## config.mk

```make
export PLATFORM = sky130hd
export DESIGN_NAME = rs_feedback_bus_receiver_unit
export DESIGN_NICKNAME = d
export VERILOG_FILES = /design/src/rtl/rsfb_pkg.sv /design/src/rtl/rsfb_front.sv /design/src/rtl/rsfb_exec.sv /design/src/rtl/rsfb_outq.sv /design/src/rtl/rs_feedback_bus_receiver_unit.sv
export VERILOG_INCLUDE_DIRS = /design/src /design/src/rtl
export SDC_FILE = /design/constraint.sdc
export NUM_CORES = 1
export LEC_CHECK = 0
export ABC_AREA = 1
export BUFFER_PORTS_ARGS = -buffer_cell sky130_fd_sc_hd__buf_4
export CORE_ASPECT_RATIO = 0.8
export CORE_MARGIN = 4
export CORE_UTILIZATION = 40
export CTS_BUF_LIST = sky130_fd_sc_hd__clkbuf_4 sky130_fd_sc_hd__clkbuf_8
export CTS_CLUSTER_DIAMETER = 200
export DETAILED_ROUTE_END_ITERATION = 16
export GPL_TIMING_DRIVEN = 0
export PLACE_DENSITY = 0.65
export SYNTH_ARGS = -nofsm -noshare
export SYNTH_HDL_FRONTEND = slang
export SYNTH_SLANG_ARGS = --single-unit
```

## constraint.sdc

```tcl
create_clock -name clk_i -period 7.5 [get_ports clk_i]
set_clock_uncertainty 0.1 [all_clocks]
set_input_delay 0.75 -clock clk_i [delete_from_list [all_inputs] [get_ports clk_i]]
set_output_delay 0.75 -clock clk_i [all_outputs]
set_load 0.02 [all_outputs]
```

## src/rtl/assert_macros.svh

```systemverilog
// Assertion macros for the feedback bus receiver RTL.
// Users need signals clk_i and rst_ni in scope.
`ifndef ASSERT_MACROS_SVH
`define ASSERT_MACROS_SVH

// Check a property at every clock edge outside reset.
`define RSFB_ASSERT(lbl, prop, msg) \
  lbl: assert property (@(posedge clk_i) disable iff (!rst_ni) (prop)) else $error(msg);

// Check that a condition in one cycle implies another in the next.
`define RSFB_ASSERT_NEXT(lbl, pre, post, msg) \
  lbl: assert property (@(posedge clk_i) disable iff (!rst_ni) (pre) |=> (post)) else $error(msg);

`endif

```

## src/rtl/rsfb_pkg.sv

```systemverilog
// Package for the feedback bus receiver: codes, constants and shared types.
// No dependencies; used by every module of the block.
`timescale 1ns / 1ps
package rsfb_pkg;

  localparam int FifoDepth = 16;
  localparam int CmdqDepth = 2;
  localparam int OutqDepth = 4;

  localparam logic [15:0] GapTicksReset = 16'd5000;
  localparam logic [15:0] MinGap        = 16'd2;
  localparam logic [7:0]  AddrLimit     = 8'd129;
  localparam int          ShiftMsb      = 7;

  localparam logic [2:0] CMD_PULSE   = 3'd0;
  localparam logic [2:0] CMD_CLK_OVF = 3'd1;
  localparam logic [2:0] CMD_START   = 3'd2;
  localparam logic [2:0] CMD_SAMPLE  = 3'd3;
  localparam logic [2:0] CMD_POP     = 3'd4;
  localparam logic [2:0] CMD_RD_OVF  = 3'd5;

  localparam logic [1:0] ST_OK    = 2'd0;
  localparam logic [1:0] ST_FRAME = 2'd1;
  localparam logic [1:0] ST_ADDR  = 2'd2;

  localparam logic [1:0] WAIT_STOP   = 2'd0;
  localparam logic [1:0] WAIT_SAMPLE = 2'd1;
  localparam logic [1:0] WAIT_BIT    = 2'd2;
  localparam logic [1:0] WAIT_HALF   = 2'd3;

  typedef enum logic [2:0] {
    OP_PULSE,
    OP_CLK_OVF,
    OP_START,
    OP_SAMPLE,
    OP_POP,
    OP_RD_OVF,
    OP_NONE
  } op_kind_e;

  typedef enum logic [2:0] {
    PH_IDLE,
    PH_ADDR,
    PH_START,
    PH_BYTE,
    PH_STOP,
    PH_OVF
  } rx_phase_e;

  typedef struct packed {
    op_kind_e    kind;
    logic [15:0] pulse_time;
    logic        line_level;
    logic        sample_late;
  } op_t;

  typedef struct packed {
    logic [1:0] status;
    logic [7:0] addr;
    logic [7:0] data;
  } entry_t;

  typedef struct packed {
    logic       present;
    logic [1:0] status;
    logic [7:0] addr;
    logic [7:0] data;
    logic       ovf_seen;
    logic [1:0] next_wait;
    logic       start_armed;
  } result_t;

endpackage

```

## src/rtl/rsfb_front.sv

```systemverilog
// Front end: accepts bus events, classifies the command and queues the operation.
// Depends on rsfb_pkg.
`timescale 1ns / 1ps
module rsfb_front #(
  parameter int Depth = rsfb_pkg::CmdqDepth
) (
  input  logic            clk_i,
  input  logic            rst_ni,
  input  logic            push_i,
  output logic            full_o,
  input  logic [2:0]      cmd_i,
  input  logic [15:0]     pulse_time_i,
  input  logic            line_level_i,
  input  logic            sample_late_i,
  output logic            op_valid_o,
  output rsfb_pkg::op_t   op_o,
  input  logic            op_pop_i
);

  localparam int PtrW = (Depth > 1) ? $clog2(Depth) : 1;
  localparam int CntW = $clog2(Depth + 1);

  rsfb_pkg::op_t     queue_q [Depth];
  rsfb_pkg::op_t     op_new;
  rsfb_pkg::op_kind_e kind;
  logic [PtrW-1:0]   wr_ptr_q, wr_ptr_d, rd_ptr_q, rd_ptr_d;
  logic [CntW-1:0]   count_q, count_d;
  logic              wr_en, rd_en;

  always_comb begin
    unique case (cmd_i)
      rsfb_pkg::CMD_PULSE:   kind = rsfb_pkg::OP_PULSE;
      rsfb_pkg::CMD_CLK_OVF: kind = rsfb_pkg::OP_CLK_OVF;
      rsfb_pkg::CMD_START:   kind = rsfb_pkg::OP_START;
      rsfb_pkg::CMD_SAMPLE:  kind = rsfb_pkg::OP_SAMPLE;
      rsfb_pkg::CMD_POP:     kind = rsfb_pkg::OP_POP;
      rsfb_pkg::CMD_RD_OVF:  kind = rsfb_pkg::OP_RD_OVF;
      default:               kind = rsfb_pkg::OP_NONE;
    endcase
  end

  assign op_new.kind        = kind;
  assign op_new.pulse_time  = pulse_time_i;
  assign op_new.line_level  = line_level_i;
  assign op_new.sample_late = sample_late_i;

  assign full_o     = (count_q == CntW'(Depth));
  assign op_valid_o = (count_q != '0);
  assign op_o       = queue_q[rd_ptr_q];
  assign wr_en      = push_i && !full_o;
  assign rd_en      = op_pop_i && op_valid_o;

  always_comb begin
    wr_ptr_d = wr_ptr_q;
    rd_ptr_d = rd_ptr_q;
    if (wr_en) begin
      wr_ptr_d = (wr_ptr_q == PtrW'(Depth - 1)) ? '0 : wr_ptr_q + 1'b1;
    end
    if (rd_en) begin
      rd_ptr_d = (rd_ptr_q == PtrW'(Depth - 1)) ? '0 : rd_ptr_q + 1'b1;
    end
    count_d = count_q + CntW'(wr_en) - CntW'(rd_en);
  end

  always_ff @(posedge clk_i or negedge rst_ni) begin
    if (!rst_ni) begin
      wr_ptr_q <= '0;
      rd_ptr_q <= '0;
      count_q  <= '0;
    end else begin
      wr_ptr_q <= wr_ptr_d;
      rd_ptr_q <= rd_ptr_d;
      count_q  <= count_d;
    end
  end

  always_ff @(posedge clk_i) begin
    if (wr_en) begin
      queue_q[wr_ptr_q] <= op_new;
    end
  end

endmodule

```

## src/rtl/rsfb_exec.sv

```systemverilog
// Back end: address counting, bit sampling, byte framing and the entry FIFO.
// Depends on rsfb_pkg and assert_macros.svh.
`timescale 1ns / 1ps
`include "assert_macros.svh"
module rsfb_exec #(
  parameter int FIFO_DEPTH = rsfb_pkg::FifoDepth,
  parameter int OutqDepth  = rsfb_pkg::OutqDepth,
  parameter int LevelW     = $clog2(OutqDepth + 1)
) (
  input  logic                clk_i,
  input  logic                rst_ni,
  input  logic                cfg_we_i,
  input  logic [15:0]         cfg_wdata_i,
  input  logic                op_valid_i,
  input  rsfb_pkg::op_t       op_i,
  output logic                op_pop_o,
  input  logic [LevelW-1:0]   outq_level_i,
  output logic                res_valid_o,
  output rsfb_pkg::result_t   res_o
);

  localparam int PtrW = $clog2(FIFO_DEPTH);

  rsfb_pkg::entry_t    mem [FIFO_DEPTH];
  rsfb_pkg::entry_t    rdata_q;
  rsfb_pkg::entry_t    push_entry;
  rsfb_pkg::rx_phase_e phase_q, phase_d;
  rsfb_pkg::op_kind_e  kind;

  logic [15:0]     gap_ticks_q;
  logic [7:0]      bus_addr_q, bus_addr_d;
  logic [15:0]     last_pulse_q, last_pulse_d;
  logic            addr_err_reported_q, addr_err_reported_d;
  logic            start_armed_q, start_armed_d;
  logic [1:0]      sample_idx_q, sample_idx_d;
  logic [1:0]      early_q, early_d;
  logic [7:0]      shift_q, shift_d;
  logic [PtrW-1:0] head_q, head_d, tail_q, tail_d;
  logic [PtrW-1:0] head_next, tail_next;
  logic            overflow_flag_q, overflow_flag_d;

  logic            fire;
  logic [15:0]     passed;
  logic            smp_active, smp_resolved, smp_bit;
  logic [1:0]      smp_idx_next, smp_early_next;
  logic            push_req, fifo_full, wr_en, rd_en;
  logic            present, ovf_seen;
  logic [1:0]      next_wait;

  logic            s2_valid_q;
  logic            s2_present_q, s2_ovf_q, s2_armed_q;
  logic [1:0]      s2_wait_q;

  assign fire     = op_valid_i && ((32'(outq_level_i) + 32'(s2_valid_q)) < OutqDepth);
  assign op_pop_o = fire;
  assign kind     = fire ? op_i.kind : rsfb_pkg::OP_NONE;
  assign passed   = op_i.pulse_time - last_pulse_q;

  assign head_next = (head_q == PtrW'(FIFO_DEPTH - 1)) ? '0 : head_q + 1'b1;
  assign tail_next = (tail_q == PtrW'(FIFO_DEPTH - 1)) ? '0 : tail_q + 1'b1;
  assign fifo_full = (head_next == tail_q);

  assign smp_active = (phase_q == rsfb_pkg::PH_START) || (phase_q == rsfb_pkg::PH_BYTE) ||
                      (phase_q == rsfb_pkg::PH_STOP);

  // Majority vote over up to three samples of one bit.
  always_comb begin
    smp_resolved   = 1'b1;
    smp_bit        = 1'b0;
    smp_idx_next   = 2'd0;
    smp_early_next = early_q;
    case (sample_idx_q)
      2'd0: begin
        if (!op_i.sample_late) begin
          smp_resolved   = 1'b0;
          smp_idx_next   = 2'd1;
          smp_early_next = {1'b0, op_i.line_level};
        end else begin
          smp_bit = op_i.line_level;
        end
      end
      2'd1: begin
        if (!op_i.sample_late) begin
          smp_resolved   = 1'b0;
          smp_idx_next   = 2'd2;
          smp_early_next = {early_q[0], op_i.line_level};
        end else begin
          smp_bit = early_q[0];
        end
      end
      default: begin
        if (op_i.sample_late) begin
          smp_bit = early_q[0];
        end else if (op_i.line_level) begin
          smp_bit = (early_q != 2'd0);
        end else begin
          smp_bit = (early_q == 2'd3);
        end
      end
    endcase
  end

  always_comb begin
    phase_d = phase_q;
    unique case (kind)
      rsfb_pkg::OP_PULSE: phase_d = rsfb_pkg::PH_ADDR;
      rsfb_pkg::OP_CLK_OVF: begin
        if (phase_q == rsfb_pkg::PH_ADDR) begin
          phase_d = rsfb_pkg::PH_OVF;
        end else if (phase_q == rsfb_pkg::PH_OVF) begin
          phase_d = rsfb_pkg::PH_IDLE;
        end
      end
      rsfb_pkg::OP_START: begin
        if (start_armed_q) begin
          phase_d = rsfb_pkg::PH_START;
        end
      end
      rsfb_pkg::OP_SAMPLE: begin
        if (smp_active && smp_resolved) begin
          case (phase_q)
            rsfb_pkg::PH_START: phase_d = smp_bit ? rsfb_pkg::PH_BYTE : rsfb_pkg::PH_ADDR;
            rsfb_pkg::PH_BYTE: begin
              if (shift_q[rsfb_pkg::ShiftMsb]) begin
                phase_d = rsfb_pkg::PH_STOP;
              end
            end
            default: phase_d = rsfb_pkg::PH_ADDR;
          endcase
        end
      end
      default: phase_d = phase_q;
    endcase
  end

  always_comb begin
    bus_addr_d          = bus_addr_q;
    last_pulse_d        = last_pulse_q;
    addr_err_reported_d = addr_err_reported_q;
    start_armed_d       = start_armed_q;
    sample_idx_d        = sample_idx_q;
    early_d             = early_q;
    shift_d             = shift_q;
    tail_d              = tail_q;
    overflow_flag_d     = overflow_flag_q;
    push_req            = 1'b0;
    push_entry          = '0;
    rd_en               = 1'b0;
    present             = 1'b0;
    ovf_seen            = 1'b0;
    next_wait           = rsfb_pkg::WAIT_STOP;
    unique case (kind)
      rsfb_pkg::OP_PULSE: begin
        start_armed_d = 1'b1;
        last_pulse_d  = op_i.pulse_time;
        if (phase_q == rsfb_pkg::PH_IDLE) begin
          bus_addr_d = '0;
        end else begin
          sample_idx_d = 2'd0;
          if (passed > gap_ticks_q) begin
            bus_addr_d = '0;
          end else if (passed >= rsfb_pkg::MinGap) begin
            if (bus_addr_q >= rsfb_pkg::AddrLimit) begin
              bus_addr_d = rsfb_pkg::AddrLimit;
              if (!addr_err_reported_q) begin
                addr_err_reported_d = 1'b1;
                push_req            = 1'b1;
                push_entry.status   = rsfb_pkg::ST_ADDR;
                push_entry.addr     = rsfb_pkg::AddrLimit;
              end
            end else begin
              bus_addr_d = bus_addr_q + 8'd1;
            end
          end
        end
      end
      rsfb_pkg::OP_START: begin
        if (start_armed_q) begin
          start_armed_d = 1'b0;
          sample_idx_d  = 2'd0;
          next_wait     = rsfb_pkg::WAIT_HALF;
        end
      end
      rsfb_pkg::OP_SAMPLE: begin
        if (smp_active) begin
          sample_idx_d = smp_idx_next;
          early_d      = smp_early_next;
          if (!smp_resolved) begin
            next_wait = rsfb_pkg::WAIT_SAMPLE;
          end else begin
            case (phase_q)
              rsfb_pkg::PH_START: begin
                if (smp_bit) begin
                  shift_d   = 8'd1;
                  next_wait = rsfb_pkg::WAIT_BIT;
                end else begin
                  start_armed_d = 1'b1;
                end
              end
              rsfb_pkg::PH_BYTE: begin
                shift_d   = {shift_q[6:0], ~smp_bit};
                next_wait = rsfb_pkg::WAIT_BIT;
              end
              default: begin
                push_req          = 1'b1;
                push_entry.status = smp_bit ? rsfb_pkg::ST_FRAME : rsfb_pkg::ST_OK;
                push_entry.addr   = bus_addr_q;
                push_entry.data   = smp_bit ? 8'd0 : shift_q;
              end
            endcase
          end
        end
      end
      rsfb_pkg::OP_POP: begin
        if (head_q != tail_q) begin
          present = 1'b1;
          rd_en   = 1'b1;
          tail_d  = tail_next;
        end
      end
      rsfb_pkg::OP_RD_OVF: begin
        ovf_seen        = overflow_flag_q;
        overflow_flag_d = 1'b0;
      end
      default: ;
    endcase
    if (push_req && fifo_full) begin
      overflow_flag_d = 1'b1;
    end
  end

  assign wr_en  = push_req && !fifo_full;
  assign head_d = wr_en ? head_next : head_q;

  always_ff @(posedge clk_i or negedge rst_ni) begin
    if (!rst_ni) begin
      gap_ticks_q         <= rsfb_pkg::GapTicksReset;
      phase_q             <= rsfb_pkg::PH_IDLE;
      bus_addr_q          <= '0;
      last_pulse_q        <= '0;
      addr_err_reported_q <= 1'b0;
      start_armed_q       <= 1'b0;
      sample_idx_q        <= '0;
      early_q             <= '0;
      shift_q             <= '0;
      head_q              <= '0;
      tail_q              <= '0;
      overflow_flag_q     <= 1'b0;
      s2_valid_q          <= 1'b0;
    end else begin
      if (cfg_we_i) begin
        gap_ticks_q <= cfg_wdata_i;
      end
      phase_q             <= phase_d;
      bus_addr_q          <= bus_addr_d;
      last_pulse_q        <= last_pulse_d;
      addr_err_reported_q <= addr_err_reported_d;
      start_armed_q       <= start_armed_d;
      sample_idx_q        <= sample_idx_d;
      early_q             <= early_d;
      shift_q             <= shift_d;
      head_q              <= head_d;
      tail_q              <= tail_d;
      overflow_flag_q     <= overflow_flag_d;
      s2_valid_q          <= fire;
    end
  end

  always_ff @(posedge clk_i) begin
    if (wr_en) begin
      mem[head_q] <= push_entry;
    end
    if (rd_en) begin
      rdata_q <= mem[tail_q];
    end
  end

  always_ff @(posedge clk_i) begin
    s2_present_q <= present;
    s2_ovf_q     <= ovf_seen;
    s2_wait_q    <= next_wait;
    s2_armed_q   <= start_armed_d;
  end

  assign res_valid_o       = s2_valid_q;
  assign res_o.present     = s2_present_q;
  assign res_o.status      = s2_present_q ? rdata_q.status : 2'd0;
  assign res_o.addr        = s2_present_q ? rdata_q.addr : 8'd0;
  assign res_o.data        = s2_present_q ? rdata_q.data : 8'd0;
  assign res_o.ovf_seen    = s2_ovf_q;
  assign res_o.next_wait   = s2_wait_q;
  assign res_o.start_armed = s2_armed_q;

  `RSFB_ASSERT(a_addr_range, bus_addr_q <= rsfb_pkg::AddrLimit, "bus address beyond limit")
  `RSFB_ASSERT(a_sample_idx, sample_idx_q != 2'd3, "sample index out of range")
  `RSFB_ASSERT_NEXT(a_err_sticky, addr_err_reported_q, addr_err_reported_q, "error flag cleared")
  `RSFB_ASSERT_NEXT(a_ovf_set, push_req && fifo_full, overflow_flag_q, "dropped entry not flagged")

endmodule

```

## src/rtl/rsfb_outq.sv

```systemverilog
// Result queue between the back end and the consumer side.
// Depends on rsfb_pkg.
`timescale 1ns / 1ps
module rsfb_outq #(
  parameter int Depth  = rsfb_pkg::OutqDepth,
  parameter int LevelW = $clog2(Depth + 1)
) (
  input  logic                clk_i,
  input  logic                rst_ni,
  input  logic                push_i,
  input  rsfb_pkg::result_t   data_i,
  output logic [LevelW-1:0]   level_o,
  output logic                empty_o,
  input  logic                pop_i,
  output rsfb_pkg::result_t   data_o
);

  localparam int PtrW = (Depth > 1) ? $clog2(Depth) : 1;

  rsfb_pkg::result_t queue_q [Depth];
  logic [PtrW-1:0]   wr_ptr_q, wr_ptr_d, rd_ptr_q, rd_ptr_d;
  logic [LevelW-1:0] count_q, count_d;
  logic              rd_en;

  assign empty_o = (count_q == '0);
  assign level_o = count_q;
  assign data_o  = queue_q[rd_ptr_q];
  assign rd_en   = pop_i && !empty_o;

  always_comb begin
    wr_ptr_d = wr_ptr_q;
    rd_ptr_d = rd_ptr_q;
    if (push_i) begin
      wr_ptr_d = (wr_ptr_q == PtrW'(Depth - 1)) ? '0 : wr_ptr_q + 1'b1;
    end
    if (rd_en) begin
      rd_ptr_d = (rd_ptr_q == PtrW'(Depth - 1)) ? '0 : rd_ptr_q + 1'b1;
    end
    count_d = count_q + LevelW'(push_i) - LevelW'(rd_en);
  end

  always_ff @(posedge clk_i or negedge rst_ni) begin
    if (!rst_ni) begin
      wr_ptr_q <= '0;
      rd_ptr_q <= '0;
      count_q  <= '0;
    end else begin
      wr_ptr_q <= wr_ptr_d;
      rd_ptr_q <= rd_ptr_d;
      count_q  <= count_d;
    end
  end

  always_ff @(posedge clk_i) begin
    if (push_i) begin
      queue_q[wr_ptr_q] <= data_i;
    end
  end

endmodule

```

## src/rtl/rs_feedback_bus_receiver_unit.sv

```systemverilog
// Channel   Handshake            Payload
// input     push_i / full_o      cmd_i, pulse_time_i, line_level_i, sample_late_i
// result    empty_o / pop_i      entry_*_o, overflow_seen_o, next_wait_o, start_armed_out_o
// config    cfg_we_i             cfg_wdata_i (gap_ticks)
//
// One event per cycle sustained while the result queue has room.
// Each result passes the back-end s2 registers; the entry FIFO read is registered.
// Reset clears control state; entry FIFO contents are undefined until written.
// A 2-deep command queue and a 4-deep result queue let either side stall alone.
// Top level of the feedback bus receiver; depends on rsfb_pkg, rsfb_front,
// rsfb_exec and rsfb_outq.
`timescale 1ns / 1ps
module rs_feedback_bus_receiver_unit #(
  parameter int FIFO_DEPTH = rsfb_pkg::FifoDepth
) (
  input  logic        clk_i,
  input  logic        rst_ni,
  input  logic        cfg_we_i,
  input  logic [15:0] cfg_wdata_i,
  input  logic        push_i,
  output logic        full_o,
  input  logic [2:0]  cmd_i,
  input  logic [15:0] pulse_time_i,
  input  logic        line_level_i,
  input  logic        sample_late_i,
  output logic        empty_o,
  input  logic        pop_i,
  output logic        entry_present_o,
  output logic [1:0]  entry_status_o,
  output logic [7:0]  entry_addr_o,
  output logic [7:0]  entry_data_o,
  output logic        overflow_seen_o,
  output logic [1:0]  next_wait_o,
  output logic        start_armed_out_o
);

  localparam int OutqDepth = rsfb_pkg::OutqDepth;
  localparam int LevelW    = $clog2(OutqDepth + 1);

  rsfb_pkg::op_t     op;
  rsfb_pkg::result_t res, head;
  logic              op_valid, op_pop, res_valid;
  logic [LevelW-1:0] outq_level;

  rsfb_front #(
    .Depth(rsfb_pkg::CmdqDepth)
  ) u_front (
    .clk_i,
    .rst_ni,
    .push_i,
    .full_o,
    .cmd_i,
    .pulse_time_i,
    .line_level_i,
    .sample_late_i,
    .op_valid_o (op_valid),
    .op_o       (op),
    .op_pop_i   (op_pop)
  );

  rsfb_exec #(
    .FIFO_DEPTH (FIFO_DEPTH),
    .OutqDepth  (OutqDepth),
    .LevelW     (LevelW)
  ) u_exec (
    .clk_i,
    .rst_ni,
    .cfg_we_i,
    .cfg_wdata_i,
    .op_valid_i   (op_valid),
    .op_i         (op),
    .op_pop_o     (op_pop),
    .outq_level_i (outq_level),
    .res_valid_o  (res_valid),
    .res_o        (res)
  );

  rsfb_outq #(
    .Depth  (OutqDepth),
    .LevelW (LevelW)
  ) u_outq (
    .clk_i,
    .rst_ni,
    .push_i  (res_valid),
    .data_i  (res),
    .level_o (outq_level),
    .empty_o,
    .pop_i,
    .data_o  (head)
  );

  assign entry_present_o   = head.present;
  assign entry_status_o    = head.status;
  assign entry_addr_o      = head.addr;
  assign entry_data_o      = head.data;
  assign overflow_seen_o   = head.ovf_seen;
  assign next_wait_o       = head.next_wait;
  assign start_armed_out_o = head.start_armed;

endmodule
```

### Word-level counts from Yosys, hierarchy flattened

Memories as Yosys holds them, arrays and structs flattened. A register that Yosys moved wholly into a read port is not among the register bits.
Cells that the tools add are included.
W data, S select, Z words.

* add/subtract/negate cells: 13
* multipliers: 0
* divide/modulo/power cells: 0
* order comparisons: 4
* equality and inequality tests: 33
* shift-type cells: 0
* multiplexer cells: 84
* bitwise logic cells: 3
* reductions and logical operators: 34

Operators by type and width (number)
* $mux W8: 9
* $mux W18: 3
* $mux W10: 5
* $lt A32 B3 Y1 const B: 1
* $mux W1: 32
* $mux W2: 14
* $pmux W10 S2: 1
* $reduce_and A5 Y1: 4
* $eq A3 B2 Y1 const B: 6
* $eq A3 B3 Y1 const B: 6
* $mux W3: 6
* $pmux W3 S6: 1
* $ge A16 B2 Y1 const B: 1
* $gt A16 B16 Y1: 1
* $pmux W2 S2: 4
* $pmux W8 S2: 1
* $sub A16 B16 Y16: 1
* $logic_not A3 Y1: 4
* $pmux W3 S4: 1
* $reduce_bool A2 Y1: 5
* $eq A3 B1 Y1 const B: 3
* $add A4 B1 Y4 const B: 2
* $add A8 B1 Y8 const B: 1
* $eq A2 B2 Y1 const B: 4
* other kinds (31): 55

* register bits after elaboration: 83
* bits in latches: 0
* bits in writable memories: 422
* memory bits (read-only): 0
* logic and storage cells: 197
* memories kept: 3

Memories
* u_exec.mem: depth 16, bits a word 18, read ports 1, clocked after Yosys merged registers in 1, wr ports 1, RTL line rsfb_exec.sv:24 `rsfb_pkg::entry_t mem [FIFO_DEPTH];`
* u_outq.queue_q: depth 4, bits a word 23, read ports 1, clocked after Yosys merged registers in 0, wr ports 1, RTL line rsfb_outq.sv:20 `rsfb_pkg::result_t queue_q [Depth];`
* u_front.queue_q: depth 2, bits a word 21, read ports 1, clocked after Yosys merged registers in 0, wr ports 1, RTL line rsfb_front.sv:23 `rsfb_pkg::op_t queue_q [Depth];`

### Logic depth before layout (Yosys ltp)

An unclocked memory read counts as a cell.

* depth after elaboration: 10
* mapped depth: 29
* mapped depth without buffers: 27

### Hierarchy

From an unflattened synthesis, not the netlist that was laid out.

* cells, all modules: 2003
* area, all modules: 22813.1 um^2

By module, submodules not included
* rsfb_exec: times used 1, cells each 1536, area an instance 16887.4 um^2, sequential area each 10971.8 um^2
* rsfb_outq: times used 1, cells each 322, area an instance 4145.2 um^2, sequential area each 2937.8 um^2
* rsfb_front: times used 1, cells each 145, area an instance 1780.5 um^2, sequential area each 1361.3 um^2

### Worst setup path before layout

OpenSTA, ideal clock, no wires.

* kind: reg2reg
* start point: register u_front.rd_ptr_q
* end point: memory u_exec.mem[11][0] (netlist name), enable pin
* arrival: 4.040 ns
* slack: 2.968 ns
* cell stages (with the launch flop): 26
* buffers on the path: 3
* cells stage by stage: dfrtp_1 -> buf_4 -> buf_6 -> clkbuf_1 -> nand2_1 -> nand2_1 -> fa_1 -> nand2_1 -> nand2_1 -> nand3_1 -> nand2_1 -> nand2_1 -> nand3_1 -> nand2_1 -> inv_1 -> ha_1 -> nand4_1 -> nor2_1 -> nand3_1 -> nand2_1 -> nand2_1 -> nor2_2 -> nand3_4 -> nand2_8 -> nand3_4 -> nor2_1

RTL lines
* start: declaration: RTL line rsfb_front.sv:26 `logic [PtrW-1:0] wr_ptr_q, wr_ptr_d, rd_ptr_q, rd_ptr_d;`
* start signal: assignment: RTL line rsfb_front.sv:72 `rd_ptr_q <= rd_ptr_d;`
* end: declaration: RTL line rsfb_exec.sv:24

==> flow_summary.yaml <==
cells_and_area:
  final_core_util: 0.470
  nets: 2210
  final_cells: 2929
  drive_above_1_share: 0.139
  synthToLayoutAreaGrowth_pct: 15.8
  fill_cells: 4947
  n_antenna_cell: 0
  fin_area_mm2: 0.0261
placed_design:
  port_buffers: 66
  place_ws_ps: 2070
  dp_hpwl_um: 38800
  dp_cells: 2780
  placed_cell_area_mm2: 0.0244
  globalplace.congestion: 0.894
synthesis:
  syn_inst: 1936
  synthFlopType: "edfxtp_1"
  synth_warnings: 0
  synth-seq-cells: 523
  synth_edf_count: 440
  synth.most_common_cell: "edfxtp_1"
  yosys.area.top_type: "edfxtp_1"
  synth_nets: 2029
  synth_common_cells: "edfxtp_1 (440), nand2_1 (306), nor2_1 (286), o21ai_0 (183), inv_1 (172)"
  ys_types: 51
  synth_top_area_share: 0.586
  yosys-top-cells-area: "edfxtp_1 (59%), dfrtp_1 (8.1%), nand2_1 (5.1%), nor2_1 (4.8%), o21ai_0 (4.1%)"
  yosysSeqAreaShare: 0.678
  async_reset_ff_frac: 0.149
  syn_area_per_cell_um2: 11.6
  syn_area_mm2: 0.0225
power_and_ir_drop:
  seq_power_share: 0.393
  swShare: 0.363
  power_frac_comb: 0.343
  p_int_mw: 5.74
  vdd_ir_drop_max_v: 0.000180
  leakagePower_nw: 10.3
  power_density_mw_per_mm2: 345
  p_clk_frac: 0.264
  switchingPower_mw: 3.27
setup_path:
  ff2ff_path_depth: 28
  cp-start-kind: "register"
  crit_fanout: 10
  path_class: "reg2reg"
  crit_arrival_ps: 5660
  r2r-start: "u_front.rd_ptr_q$_DFFE_PN0P_"
  critPathCapture: "u_exec.mem[1][3]$_DFFE_PP_"
  crit_slowest_cell: "clkbuf_1"
  end_kind: "register"
  critPathMostFrequentCell: "nand2_1"
  required_ps: 7750
  reg2reg_setup_slack_ps: 2080
  timing.rr.end: "u_exec.mem[1][3]$_DFFE_PP_"
  crit_path_start: "u_front.rd_ptr_q$_DFFE_PN0P_"
  slowest_delay_ps: 590
floorplanning:
  die_h_um: 220
  die_x_um: 273
  io_pins: 67
  initial_core_util: 0.406
  dieArea_mm2: 0.0602
  placementRows: 77
  core_area_mm2: 0.0555
sta:
  min_period_over_period: 0.723
  rsz0062_at_grt: "false"
  finalSetupViolations: 0
  final_max_slew_viol_count: 17
  fin_crit_ps: 5420
  slew_headroom: -0.0345
  worst_pin_slew_ps: 1550
  hold_viol: 0
  max_freq_mhz: 185
  setup_tns_ps: 0
  setup_ws_ps: 2080
worst_hold_path:
  hold_class: "in2async"
global_routing:
  grt_pass1_wl_um: 86300
  grt_pass1_vias: 15070
  grt.overflow.total: 0
  grt_max_degree: 79
  antenna_found_initial: 1
  grtUsageTotal: 0.186
cts:
  cts_buffers: 83
  clock-sinks: 523
  cts_tree: "done"
  clk_latency_ps: 660
  post_cts_resized: 0
  path_clk_slew_ps: 70
  clk_path_buf_depth: 3
  hold_buffers: 0
  clockRootBuffer: "clkbuf_8"
  htree_levels: 3
  post_cts_buffers: 0
run_status:
  outcome: "complete, but fails checks"
  failed_checks: "capacitance limit, slew limit"
run:
  cap_violations: 1
detailed_routing:
  route.detailed.wl_per_inst_um: 19.2
  wl_um: 56200
  drc: 0
  vias: 15450
  drtIter0Drc: 1470
  via_per_inst: 5.27
  drtAntennaViolNets: 0
  firstDrtPassIters: 5
-- critical path, delay by kind of cell (launching register included) --
| family | cells | cell delay [ps] |
|---|---|---|
| AND/OR/NAND/NOR | 18 | 2570 |
| buffers and inverters | 6 | 1290 |
| adder cells (fa/ha/maj) | 2 | 600 |
| flip-flops | 1 | 320 |
| AO/OA/AOI/OAI | 2 | 220 |
-- area by class of cell --
cell class	instances	area [um^2]	area share
multi-input cells	1151	6340	0.243
inverters	176	661	0.0253
plain buffers	86	358	0.0137
repair buffers	96	906	0.0347
flip-flops and latches	523	15300	0.585
clock inverters	21	134	0.00513
clock buffers	126	1490	0.0571
well taps	750	938	0.0360
-- how the worst min path moves through the flow --
stage,end,slack [ps]
floorplan,u_outq.queue_q[0][0]$_DFFE_PP_,340
global placement,u_outq.queue_q[0][0]$_DFFE_PP_,350
detailed placement,u_outq.queue_q[1][0]$_DFFE_PP_,370
CTS,u_front.queue_q[1][5]$_DFFE_PP_,120
global route,u_front.queue_q[0][4]$_DFFE_PP_,140
finish,u_exec.last_pulse_q[12]$_DFFE_PN0P_,180
-- layout by cell type (no fill, tap or decap), types with 67 or more instances in the layout --
cell type	synthesis	layout
buf_4	2	72
clkbuf_1	67	67
clkbuf_8	0	88
dfrtp_1	73	73
edfxtp_1	440	440
inv_1	172	172
nand2_1	306	306
nand3_1	71	71
nor2_1	286	266
o21ai_0	183	182
-- cells by family after synthesis --
logic type / share of synthesized area
muxes: 0.0129
AOI/OAI and AO/OA: 0.0903
xor gates and xnor gates: 0.00700
and+or+nand+nor: 0.138
DFF: 0.678
buffers and inverters: 0.0452
adders and majority gates: 0.0290
-- power by group through the flow --
stage	logic [mW]	registers (mW)	clock network, mW
after CTS	3.08	3.54	2.43
after floorplan	2.13	3.56	0
after global placement	2.98	3.59	0
after detailed placement	3.07	3.59	0
final	3.09	3.54	2.38
after global routing	3.48	3.56	2.57
-- routing by layer --
layer / part of all wire / track usage / wire length (um)
met1: 0.44 / 0.266 / 24800
met3: 0.10 / 0.0591 / 5880
met2: 0.43 / 0.270 / 24000
met4: 0.028 / 0.0653 / 1600
met5: 0.00023 / 0 / 13
-- metrics by stage --
stage	hold slack (ps)	power, mW
after floorplan	338	5.69
after detailed placement	369	6.66
final	176	9.01
after global routing	139	9.61
after CTS	124	9.05
after global placement	354	6.57
-- sequential cells by signal (all words and copies together) (netlist names), 3 cells and up --
signal,flops
u_exec.tail_q,4
u_exec.mem,288
u_exec.bus_addr_q,8
u_exec.last_pulse_q,16
u_exec.phase_q,3
u_outq.queue_q,92
u_front.queue_q,42
u_outq.level_o,3
u_exec.rdata_q,18
u_exec.gap_ticks_q,16
u_exec.shift_q,8
u_exec.head_q,4
Power figures use the tool's default switching activity.
